<file path="config.mk">
export PLATFORM = sky130hd
export DESIGN_NAME = accel_step_and_peak_detector_top
export DESIGN_NICKNAME = d
export VERILOG_FILES = /design/src/sv/sapd_pkg.sv /design/src/sv/sapd_front.sv /design/src/sv/sapd_queue.sv /design/src/sv/sapd_back.sv /design/src/sv/accel_step_and_peak_detector_top.sv
export VERILOG_INCLUDE_DIRS = /design/src /design/src/sv
export SDC_FILE = /design/constraint.sdc
export NUM_CORES = 2
export LEC_CHECK = 0
export BUFFER_PORTS_ARGS = -buffer_cell sky130_fd_sc_hd__buf_4
export CAP_MARGIN = 30
export CELL_PAD_IN_SITES_DETAIL_PLACEMENT = 0
export CELL_PAD_IN_SITES_GLOBAL_PLACEMENT = 1
export CORE_MARGIN = 2
export CORE_UTILIZATION = 51
export DETAILED_ROUTE_END_ITERATION = 7
export PLACE_DENSITY_LB_ADDON = 0.15
export SLEW_MARGIN = 10
export SYNTH_ARGS = -nofsm -noshare
export SYNTH_HDL_FRONTEND = slang
export SYNTH_SLANG_ARGS = --single-unit
</file>
<file path="constraint.sdc">
create_clock -name i_clk -period 9.5 [get_ports i_clk]
set_clock_uncertainty 0.15 [all_clocks]
set_input_delay 0.95 -clock i_clk [delete_from_list [all_inputs] [get_ports i_clk]]
set_output_delay 0.95 -clock i_clk [all_outputs]
set_load 0.005 [all_outputs]
</file>
<file path="src/sv/accel_step_and_peak_detector_top_defines.svh">
// Assertion macros used by the step and peak detector back end (sapd_back).
// Needs a clock i_clk and an active-low reset i_rst_n in the using module.
`ifndef ACCEL_STEP_AND_PEAK_DETECTOR_TOP_DEFINES_SVH
`define ACCEL_STEP_AND_PEAK_DETECTOR_TOP_DEFINES_SVH

// antecedent implies consequent in the same cycle
`define SAPD_ASSERT_IMP(lbl, ante, cons, msg) \
    lbl: assert property (@(posedge i_clk) disable iff (!i_rst_n) \
        (ante) |-> (cons)) else $error(msg);

// antecedent implies consequent in the following cycle
`define SAPD_ASSERT_NEXT(lbl, ante, cons, msg) \
    lbl: assert property (@(posedge i_clk) disable iff (!i_rst_n) \
        (ante) |=> (cons)) else $error(msg);

`endif

</file>
<file path="src/sv/sapd_pkg.sv">
// Shared types and constants of the step and peak detector.
// No dependencies.
package sapd_pkg;

    localparam int unsigned AXIS_W  = 16;
    localparam int unsigned THR_W   = 15;
    localparam int unsigned REFR_W  = 4;
    localparam int unsigned STEPS_W = 16;
    localparam int unsigned SQ_W    = 32;
    localparam int unsigned CFG_AW  = 2;

    localparam logic [CFG_AW-1:0] CFG_STEP_THRESHOLD = 2'd0;
    localparam logic [CFG_AW-1:0] CFG_REFRACTORY     = 2'd1;
    localparam logic [CFG_AW-1:0] CFG_REST_LEVEL     = 2'd2;

    localparam logic [THR_W-1:0]  RST_STEP_THRESHOLD = 15'd1400;
    localparam logic [REFR_W-1:0] RST_REFRACTORY     = 4'd3;
    localparam logic [THR_W-1:0]  RST_REST_LEVEL     = 15'd1000;

    // word handed from the front to the back
    typedef struct packed {
        logic [STEPS_W-1:0] steps;
        logic [SQ_W-1:0]    max_square;
        logic               had_frame;
        logic               last;
    } t_sapd_entry;

endpackage

</file>
<file path="src/sv/sapd_front.sv">
// Front end: accepts words, forms the squared magnitude on a shared multiplier,
// counts steps and tracks the batch maximum. Uses sapd_pkg.
module sapd_front
    import sapd_pkg::*;
(
    input  logic                     i_clk,
    input  logic                     i_rst_n,
    input  logic                     i_push,
    output logic                     o_full,
    input  logic signed [AXIS_W-1:0] i_accel_x,
    input  logic signed [AXIS_W-1:0] i_accel_y,
    input  logic signed [AXIS_W-1:0] i_accel_z,
    input  logic                     i_has_frame,
    input  logic                     i_batch_end,
    input  logic [THR_W-1:0]         i_step_threshold_mg,
    input  logic [REFR_W-1:0]        i_refractory_frames,
    output logic                     o_q_push,
    output t_sapd_entry              o_q_data,
    input  logic                     i_q_full
);

    typedef enum logic [1:0] {
        F_IDLE,
        F_MUL,
        F_PUSH
    } t_state;

    t_state                   r_state;
    logic [1:0]               r_phase;
    logic signed [AXIS_W-1:0] r_x, r_y, r_z;
    logic                     r_has, r_last;
    logic [SQ_W-1:0]          r_mag, r_thr2;
    logic [REFR_W-1:0]        r_refr_left, n_refr_left;
    logic [STEPS_W-1:0]       r_steps, n_steps;
    logic [SQ_W-1:0]          r_max, n_max;
    logic                     r_had, n_had;

    logic signed [AXIS_W-1:0]   mul_op;
    logic signed [2*AXIS_W-1:0] mul_prod;

    always_comb begin
        case (r_phase)
            2'd0:    mul_op = r_x;
            2'd1:    mul_op = r_y;
            2'd2:    mul_op = r_z;
            default: mul_op = $signed({1'b0, i_step_threshold_mg});
        endcase
        mul_prod = mul_op * mul_op;
    end

    always_comb begin
        n_refr_left = r_refr_left;
        n_steps     = r_steps;
        n_max       = r_max;
        n_had       = r_had;
        if (r_has) begin
            if (r_refr_left != '0) begin
                n_refr_left = r_refr_left - 1'b1;
            end else if (r_mag > r_thr2) begin
                n_steps     = r_steps + 1'b1;
                n_refr_left = i_refractory_frames;
            end
            if (r_mag > r_max) begin
                n_max = r_mag;
            end
            n_had = 1'b1;
        end
    end

    assign o_full   = (r_state != F_IDLE);
    assign o_q_push = (r_state == F_PUSH) && !i_q_full;
    assign o_q_data = '{steps: n_steps, max_square: n_max, had_frame: n_had, last: r_last};

    always_ff @(posedge i_clk) begin
        if (!i_rst_n) begin
            r_state     <= F_IDLE;
            r_phase     <= '0;
            r_refr_left <= '0;
            r_steps     <= '0;
            r_max       <= '0;
            r_had       <= 1'b0;
        end else begin
            case (r_state)
                F_IDLE: begin
                    if (i_push) begin
                        r_x     <= i_accel_x;
                        r_y     <= i_accel_y;
                        r_z     <= i_accel_z;
                        r_has   <= i_has_frame;
                        r_last  <= i_batch_end;
                        r_mag   <= '0;
                        r_phase <= '0;
                        r_state <= i_has_frame ? F_MUL : F_PUSH;
                    end
                end
                F_MUL: begin
                    // x, y, z squares accumulate; last pass squares the threshold
                    if (r_phase == 2'd3) begin
                        r_thr2  <= SQ_W'(unsigned'(mul_prod));
                        r_state <= F_PUSH;
                    end else begin
                        r_mag <= r_mag + SQ_W'(unsigned'(mul_prod));
                    end
                    r_phase <= r_phase + 1'b1;
                end
                F_PUSH: begin
                    if (!i_q_full) begin
                        r_refr_left <= n_refr_left;
                        r_steps     <= n_steps;
                        r_max       <= r_last ? '0 : n_max;
                        r_had       <= r_last ? 1'b0 : n_had;
                        r_state     <= F_IDLE;
                    end
                end
                default: r_state <= F_IDLE;
            endcase
        end
    end

endmodule

</file>
<file path="src/sv/sapd_queue.sv">
// Short queue of words between the front and the back.
// Uses sapd_pkg for the word type.
module sapd_queue
    import sapd_pkg::*;
#(
    parameter int unsigned DEPTH = 2
) (
    input  logic        i_clk,
    input  logic        i_rst_n,
    input  logic        i_push,
    input  t_sapd_entry i_data,
    output logic        o_full,
    input  logic        i_pop,
    output t_sapd_entry o_data,
    output logic        o_empty
);

    localparam int unsigned PTR_W = (DEPTH > 1) ? $clog2(DEPTH) : 1;
    localparam int unsigned CNT_W = $clog2(DEPTH + 1);

    t_sapd_entry      r_mem [DEPTH];
    logic [PTR_W-1:0] r_wr_ptr, r_rd_ptr;
    logic [CNT_W-1:0] r_count;
    logic             do_push, do_pop;

    assign o_full  = (r_count == CNT_W'(DEPTH));
    assign o_empty = (r_count == '0);
    assign do_push = i_push && !o_full;
    assign do_pop  = i_pop && !o_empty;
    assign o_data  = r_mem[r_rd_ptr];

    always_ff @(posedge i_clk) begin
        if (do_push) begin
            r_mem[r_wr_ptr] <= i_data;
        end
    end

    always_ff @(posedge i_clk) begin
        if (!i_rst_n) begin
            r_wr_ptr <= '0;
            r_rd_ptr <= '0;
            r_count  <= '0;
        end else begin
            if (do_push) begin
                r_wr_ptr <= (r_wr_ptr == PTR_W'(DEPTH - 1)) ? '0 : r_wr_ptr + 1'b1;
            end
            if (do_pop) begin
                r_rd_ptr <= (r_rd_ptr == PTR_W'(DEPTH - 1)) ? '0 : r_rd_ptr + 1'b1;
            end
            case ({do_push, do_pop})
                2'b10:   r_count <= r_count + 1'b1;
                2'b01:   r_count <= r_count - 1'b1;
                default: r_count <= r_count;
            endcase
        end
    end

endmodule

</file>
<file path="src/sv/sapd_back.sv">
// Back end: takes words from the queue, runs the 16-step square root at batch
// end, forms the peak deviation and holds the output register. Uses sapd_pkg.
module sapd_back
    import sapd_pkg::*;
(
    input  logic               i_clk,
    input  logic               i_rst_n,
    input  t_sapd_entry        i_q_data,
    input  logic               i_q_empty,
    output logic               o_q_pop,
    input  logic [THR_W-1:0]   i_rest_level_mg,
    output logic               o_empty,
    input  logic               i_pop,
    output logic [STEPS_W-1:0] o_step_count,
    output logic [15:0]        o_peak_deviation_mg,
    output logic               o_peak_valid
);

    typedef enum logic [1:0] {
        B_IDLE,
        B_SQRT,
        B_FIX,
        B_OUT
    } t_state;

    t_state             r_state;
    logic [STEPS_W-1:0] r_steps;
    logic               r_last;
    logic [15:0]        r_peak;
    logic [SQ_W-1:0]    r_rem, r_res, r_bit;
    logic [3:0]         r_cnt;
    logic               r_out_valid;

    logic [SQ_W:0]   trial;
    logic            take;
    logic [15:0]     root, rest16, ceil_root, fix_peak;
    logic            out_free;

    assign trial = {1'b0, r_res} + {1'b0, r_bit};
    assign take  = ({1'b0, r_rem} >= trial);

    // below the rest level the root is rounded up unless it is exact
    assign root      = r_res[15:0];
    assign rest16    = {1'b0, i_rest_level_mg};
    assign ceil_root = (r_rem == '0) ? root : root + 1'b1;
    assign fix_peak  = (root >= rest16) ? root - rest16 : rest16 - ceil_root;

    assign out_free = !r_out_valid || i_pop;
    assign o_q_pop  = (r_state == B_IDLE) && !i_q_empty;
    assign o_empty  = !r_out_valid;

    always_ff @(posedge i_clk) begin
        if (!i_rst_n) begin
            r_state     <= B_IDLE;
            r_out_valid <= 1'b0;
        end else begin
            // a pop in B_OUT is followed by a reload below
            if (i_pop && r_out_valid && (r_state != B_OUT)) begin
                r_out_valid <= 1'b0;
            end
            case (r_state)
                B_IDLE: begin
                    if (!i_q_empty) begin
                        r_steps <= i_q_data.steps;
                        r_last  <= i_q_data.last;
                        r_peak  <= '0;
                        r_rem   <= i_q_data.max_square;
                        r_res   <= '0;
                        r_bit   <= SQ_W'(1) << (SQ_W - 2);
                        r_cnt   <= '0;
                        r_state <= (i_q_data.last && i_q_data.had_frame) ? B_SQRT : B_OUT;
                    end
                end
                B_SQRT: begin
                    if (take) begin
                        r_rem <= r_rem - trial[SQ_W-1:0];
                        r_res <= (r_res >> 1) + r_bit;
                    end else begin
                        r_res <= r_res >> 1;
                    end
                    r_bit <= r_bit >> 2;
                    r_cnt <= r_cnt + 1'b1;
                    if (r_cnt == 4'd15) begin
                        r_state <= B_FIX;
                    end
                end
                B_FIX: begin
                    r_peak  <= fix_peak;
                    r_state <= B_OUT;
                end
                B_OUT: begin
                    if (out_free) begin
                        o_step_count        <= r_steps;
                        o_peak_deviation_mg <= r_peak;
                        o_peak_valid        <= r_last;
                        r_out_valid         <= 1'b1;
                        r_state             <= B_IDLE;
                    end
                end
                default: r_state <= B_IDLE;
            endcase
        end
    end

`include "accel_step_and_peak_detector_top_defines.svh"

`SAPD_ASSERT_NEXT(a_sqrt_bit_drained, (r_state == B_SQRT) && (r_cnt == 4'd15), r_bit == '0, "root bit not drained after last step")
`SAPD_ASSERT_IMP(a_root_fits, r_state == B_FIX, r_res[SQ_W-1:16] == '0, "root wider than 16 bits")
`SAPD_ASSERT_IMP(a_rem_bound, r_state == B_FIX, {1'b0, r_rem} <= ({1'b0, r_res} << 1), "remainder exceeds twice the root")
`SAPD_ASSERT_IMP(a_pop_only_idle, o_q_pop, r_state == B_IDLE, "queue popped while busy")

endmodule

</file>
<file path="src/sv/accel_step_and_peak_detector_top.sv">
// Accelerometer step counter and batch peak detector. A frame word makes four
// passes through one shared 16x16 multiplier in the front (x, y, z, threshold);
// a word without a frame goes straight to push. A batch-end word with frames runs
// the 16-step integer square root in the back, then the fix state; other words go
// straight to output. Front and back overlap through a short queue; a result may
// wait in the output register while the next word is taken.
// Depends on sapd_pkg, sapd_front, sapd_queue and sapd_back.
module accel_step_and_peak_detector_top
    import sapd_pkg::*;
#(
    parameter int unsigned QUEUE_DEPTH = 2
) (
    input  logic                      i_clk,
    input  logic                      i_rst_n,
    input  logic                      push,
    output logic                      full,
    input  logic signed [AXIS_W-1:0]  i_accel_x,
    input  logic signed [AXIS_W-1:0]  i_accel_y,
    input  logic signed [AXIS_W-1:0]  i_accel_z,
    input  logic                      i_has_frame,
    input  logic                      i_batch_end,
    output logic                      empty,
    input  logic                      pop,
    output logic [STEPS_W-1:0]        o_step_count,
    output logic [15:0]               o_peak_deviation_mg,
    output logic                      o_peak_valid,
    input  logic                      i_cfg_we,
    input  logic [CFG_AW-1:0]         i_cfg_addr,
    input  logic [THR_W-1:0]          i_cfg_wdata
);

    logic [THR_W-1:0]  r_step_threshold_mg;
    logic [REFR_W-1:0] r_refractory_frames;
    logic [THR_W-1:0]  r_rest_level_mg;

    logic        q_push, q_full, q_pop, q_empty;
    t_sapd_entry q_wdata, q_rdata;

    always_ff @(posedge i_clk) begin
        if (!i_rst_n) begin
            r_step_threshold_mg <= RST_STEP_THRESHOLD;
            r_refractory_frames <= RST_REFRACTORY;
            r_rest_level_mg     <= RST_REST_LEVEL;
        end else if (i_cfg_we) begin
            case (i_cfg_addr)
                CFG_STEP_THRESHOLD: r_step_threshold_mg <= i_cfg_wdata;
                CFG_REFRACTORY:     r_refractory_frames <= i_cfg_wdata[REFR_W-1:0];
                CFG_REST_LEVEL:     r_rest_level_mg     <= i_cfg_wdata;
                default: ;
            endcase
        end
    end

    sapd_front u_front (
        .i_clk               (i_clk),
        .i_rst_n             (i_rst_n),
        .i_push              (push),
        .o_full              (full),
        .i_accel_x           (i_accel_x),
        .i_accel_y           (i_accel_y),
        .i_accel_z           (i_accel_z),
        .i_has_frame         (i_has_frame),
        .i_batch_end         (i_batch_end),
        .i_step_threshold_mg (r_step_threshold_mg),
        .i_refractory_frames (r_refractory_frames),
        .o_q_push            (q_push),
        .o_q_data            (q_wdata),
        .i_q_full            (q_full)
    );

    sapd_queue #(
        .DEPTH (QUEUE_DEPTH)
    ) u_queue (
        .i_clk   (i_clk),
        .i_rst_n (i_rst_n),
        .i_push  (q_push),
        .i_data  (q_wdata),
        .o_full  (q_full),
        .i_pop   (q_pop),
        .o_data  (q_rdata),
        .o_empty (q_empty)
    );

    sapd_back u_back (
        .i_clk               (i_clk),
        .i_rst_n             (i_rst_n),
        .i_q_data            (q_rdata),
        .i_q_empty           (q_empty),
        .o_q_pop             (q_pop),
        .i_rest_level_mg     (r_rest_level_mg),
        .o_empty             (empty),
        .i_pop               (pop),
        .o_step_count        (o_step_count),
        .o_peak_deviation_mg (o_peak_deviation_mg),
        .o_peak_valid        (o_peak_valid)
    );

endmodule
</file>
-- Yosys cells after proc, flatten, opt, wreduce, memory -nomap -nowiden
Memories as Yosys holds them, arrays and structs flattened. A register that Yosys moved wholly into a read port is not among the register bits.
Cells that the tools add are included.
- output and inout bits: 35
- word-level logic and storage cells: 167
- register bits after elaboration: 378
- bits of input ports: 72
- RAM bits: 100
- memories kept: 1
- memory list (name ; depth ; bits a word ; read ports ; clocked after memory_dff ; write ports ; line ; text):
    u_queue.r_mem ; 2 ; 50 ; 1 ; 1 ; 1 ; sapd_queue.sv:21 ; t_sapd_entry r_mem [DEPTH];
- mux-type cells: 50
- bitwise gates (word level): 2
- reductions and logical operators: 40
- magnitude comparators: 4
- add/subtract/negate cells: 15
- multipliers: 1
- equal/unequal tests: 23
- operator list (cell ; number):
    32-bit 2-to-1 mux ; 10
    32-bit case mux with 2 select lines ; 4
    16-bit 2-to-1 mux ; 6
    32-bit greater-than comparator ; 2
    16-bit case mux with 3 select lines ; 1
    32-bit by 32-bit adder with 33-bit output ; 1
    32-bit by 33-bit >= comparator with 1-bit output ; 1
    16-bit by 1-bit adder with 16-bit output (second input constant) ; 2
    31-bit by 32-bit adder with 32-bit output ; 1
    32-bit adder ; 1
    32-bit logical NOT ; 1
    16-bit by 16-bit multiplier with 32-bit output ; 1
    16-bit case mux with 2 select lines ; 1
    32-bit subtractor ; 1
    3-bit AND reduction ; 8
    2-bit 2-to-1 mux ; 9
    2-bit equality test (second input constant) ; 8
    16-bit by 15-bit >= comparator with 1-bit output ; 1
    15-bit by 16-bit subtractor with 16-bit output ; 1
    16-bit by 15-bit subtractor with 16-bit output ; 1
    4-bit 2-to-1 mux ; 3
    4-bit AND reduction ; 3
    2-bit nonzero test ; 6
    1-bit 2-to-1 mux ; 11
    other kinds (20) ; 51

-- Longest topological paths before layout
- word-level depth: 6
- mapped depth: 43
- gate-level depth less buffers: 41

-- Hierarchy
A second synthesis with hierarchy kept.
- cells, all modules: 3477
- area, all modules: 35630.4 µm²
- modules (own cells, without submodules) (module ; seq. area each (µm²) ; instances ; area an instance (µm²) ; cells an instance):
    sapd_front ; 4534.3 ; 1 ; 19208.4 ; 2067
    sapd_back ; 4564.4 ; 1 ; 11163.2 ; 1087
    sapd_queue ; 3103.0 ; 1 ; 3831.2 ; 182
    accel_step_and_peak_detector_top ; 680.7 ; 1 ; 1427.6 ; 141

-- Worst setup path after synthesis
No wires, ideal clock.
- path kind: register to register
- from: register u_front.r_phase[0]
- to: register u_front.r_mag[30] (data pin)
- library setup time: 0.265 ns
- data required time: 9.085 ns
- path slack: 0.677 ns
- clock period less this slack: 8.823 ns
- data arrival time: 8.408 ns
- path buffers: 2
- cell stages (with the launch flop): 40
- cell sequence: dfxtp_1 -> inv_1 -> ha_1 -> clkbuf_1 -> clkbuf_1 -> a22oi_1 -> nand2_1 -> o21ai_1 -> clkinv_1 -> nand2_1 -> inv_1 -> fa_1 -> inv_1 -> fa_1 -> fa_1 -> fa_1 -> inv_1 -> fa_1 -> [4 not listed] -> o21ai_1 -> nand2_1 -> a21oi_1 -> inv_1 -> a21o_1 -> a21oi_1 -> xnor2_1 -> ha_1 -> a21oi_1 -> o21ai_0 -> a211o_1 -> a31o_2 -> o31ai_2 -> a21boi_1 -> o21ai_1 -> nand2b_1 -> and3_1 -> or3_1
- longest elaborated chain between the ends: 6
- elaborated cells between the ends (all ways): 8
- classes of those cells: 1 x add/sub; 1 x mul; 2 x eq/ne; 3 x mux; 1 x reduce/logical
- ends and longest elaborated chain (element ; line ; text):
    start: declaration ; sapd_front.sv:29 ; logic [1:0] r_phase;
    start signal: assignment ; sapd_front.sv:104 ; r_phase <= r_phase + 1'b1;
    2-bit equality test, or another cell as far along ; sapd_front.sv:42 ; case (r_phase)
    16-bit case mux with 3 select lines (*) ; sapd_front.sv:42 ;
    16-bit by 16-bit multiplier with 32-bit output (*) ; sapd_front.sv:48 ; mul_prod = mul_op * mul_op;
    net u_front.mul_prod[15] ; sapd_front.sv:39 ; logic signed [2*AXIS_W-1:0] mul_prod;
    32-bit adder (*) ; sapd_front.sv:102 ; r_mag <= r_mag + SQ_W'(unsigned'(mul_prod));
    32-bit 2-to-1 mux (*) ; sapd_front.sv:98 ; if (r_phase == 2'd3) begin
    32-bit case mux with 2 select lines (*) ; sapd_front.sv:83 ; case (r_state)
    end signal: assignment ; sapd_front.sv:102 ;
    end: declaration ; sapd_front.sv:32 ; logic [SQ_W-1:0] r_mag, r_thr2;
Mark *: on every way through the listed nets, which the timed path passes. The rest lies on a longest branch. The select of a mux whose other input is x is not followed.
A chain may end at the register's enable or synchronous reset.

-- Final worst setup path
- from: register u_front.r_phase[1]
- to: register u_front.r_mag[30] (data pin)
The elaborated chain is that of the path after synthesis.

==> results.ini <==
[status]
status = completed

[sta]
fmax_mhz = 109
period_share = 0.963
slew_headroom = 0.363
finalHoldViolations = 0
worst_pin_slew_ns = 0.956
maxSlewViolCount = 0
period_needed_ns = 9.15
fin_ws_ns = 0.352
holdWs_ns = 0.249
fin_tns_setup_ns = 0
final-setup-viol-count = 0

[synthesis]
synth_top_cell_by_area = edfxtp_1
synthFlopType = edfxtp_1
ys.warnings.count = 0
synth_area_leaders = edfxtp_1 (32%), fa_1 (14%), ha_1 (10%)
synth_top_cell_area_share = 0.316
avgSynthCellArea_sq_um = 10.4
yosysSeqAreaShare = 0.373
synth_fp_nets = 3927
synth-seq-cells = 462
syn-cell-area_sq_mm = 0.0345
syn_inst = 3327
synth_cell_types = 91
synth_edf_count = 363
synthArstFlopShare = 0

[layout]
multi_input_area_sq_mm = 0.0198
final_cell_mix = inv_1 (437), edfxtp_1 (363), nand2_1 (294), ha_1 (285), fa_1 (238)
syn_to_final_growth_pct = 11.5
drive_gt1_frac = 0.118
final_common_cell = inv_1
fin_nets = 4063
seq_area_sq_mm = 0.0129
diodes = 0
fillers = 5795
fin_cells = 4378

[clocking]
cts_max_path_buffers = 3
cts_sinks = 462
cts_buffers = 51
htree_levels = 2
cts_tree = done
clock_latency_ns = 0.61
clk_root_buffer_cell = clkbuf_16
clk_pin_slew_worst_paths_ns = 0.06

[routing]
postRouteAntennaNets = 0
via_per_inst = 5.56
wire_per_inst_um = 19.9
num_vias = 24300
drc = 0
drtIter0Drc = 1542
drt_wl_total_mm = 86.9
dr.pass1.iters = 6

[global_route]
grt_usage = 0.251
grt_start_max_net_pins = 78
grt_pass1_vias = 25200
grt_first_pass_wirelength_mm = 138
overflow = 0
antenna_found_initial = 0

[placement]
dp.cells = 4272
portBuffers = 106
dpl.hpwl_mm = 67.5
dp_slack_ns = -0.0441
gp_congestion = 0.933

[floorplanning]
core_sq_mm = 0.0670
row_count = 95
floorplan.initialDensity = 0.515
die-area_sq_mm = 0.0697
die_height_um = 264
io_pins = 107
die_w_um = 264

[worst_setup_path]
regToRegSetupSlack_ns = 0.35
end_kind = register
worst-path-buf-inv = 9
criticalPathCategory = reg2reg
cpMostUsedCell = inv_1
cp-start-kind = register
slowest_stage = fa_1
worstPathMaxFanout = 10
critPathMaxStageDelay_ns = 0.48
path_delay_family = compound AO/OA/AOI/OAI gates
crit_arrival_ns = 9.32
required_ns = 9.68

[worst_hold_path]
min_path_type = reg2reg

[run]
cap_violations = 0

[per-stage QoR]
step                      cell area, sq um  utilization
final                                38500        0.574
after global routing                 38500        0.574
after CTS                            38200        0.569
after detailed placement             36500        0.545
after global placement               36500        0.544
after floorplan                      34500            -
[what timing repair did]
| action | CTS | global route |
|---|---|---|
| setup endpoints to repair | 1 | 8 |
| hold buffers | 0 | 0 |
| gates resized for setup | 3 | 47 |
| pin swaps | 0 | 11 |
| buffers inserted | 0 | 11 |
| cloned | 0 | 0 |
[path summary, 6_finish.rpt]
check	from	cells past startpoint	to
setup reg to reg	u_front.r_phase[1]$_SDFFE_PN0P_	39	u_front.r_mag[30]$_SDFFCE_PN0P_
setup / recovery	u_front.r_phase[1]$_SDFFE_PN0P_	39	u_front.r_mag[30]$_SDFFCE_PN0P_
hold reg to reg	u_back.r_steps[11]$_DFFE_PP_	0	u_back.o_step_count[11]$_DFFE_PP_
hold / removal	u_back.r_steps[11]$_DFFE_PP_	0	u_back.o_step_count[11]$_DFFE_PP_
[logic make-up after synthesis]
family / count (synthesis) / share of synthesized area
AOI/OAI and AO/OA: 615 / 0.119
xor gates and xnor gates: 212 / 0.0538
adders and majority gates: 528 / 0.244
buffers and inverters: 540 / 0.0603
DFF: 462 / 0.373
muxes: 113 / 0.0350
and+or+nand+nor: 857 / 0.115
[routing by layer]
layer | GRT usage | vias up | part of all wire
met5 | 0 | - | 0
met4 | 0.0739 | 0 | 0.030
met3 | 0.0256 | 133 | 0.031
met2 | 0.451 | 428 | 0.51
met1 | 0.320 | 12100 | 0.43
li1 | - | 11700 | -
[synthesized netlist by cell type, drive strengths merged, types with 86 or more instances]
library cell,n
xnor2,118
xor2,94
edfxtp,363
dfxtp,99
nor2,236
fa,240
inv,442
a21o,86
o21ai,124
nand2,300
a21oi,163
ha,288
[state kept, by name, indices dropped and copies added, names as in the netlist, 2 cells and up, named ones only]
signal,count
u_front.r_x,16
u_front.r_z,16
u_back.r_rem,32
u_back.r_state,2
r_rest_level_mg,15
u_back.o_step_count,16
u_back.r_peak,16
u_front.r_max,32
u_front.r_mag,32
u_back.r_res,32
u_back.r_steps,16
u_back.o_peak_deviation_mg,16
r_step_threshold_mg,15
u_queue.r_mem,100
u_front.r_thr2,31
r_refractory_frames,4
u_back.r_bit,16
u_front.r_phase,2
u_front.r_state,2
u_front.r_steps,16
u_back.r_cnt,4
u_queue.r_count,2
u_front.r_refr_left,4
u_front.r_y,16
[layout make-up]
cell class | count | share of cell area
clock buffer | 68 | 0.0356
clock inverter | 27 | 0.00761
inverter | 451 | 0.0442
multi-input combinational | 2325 | 0.515
sequential | 462 | 0.335
tap | 873 | 0.0284
timing repair buffer | 172 | 0.0343
Power is left out: the tool's default activity adds up to more than one toggle a clock period on the data nets, which glitch-free logic cannot reach.
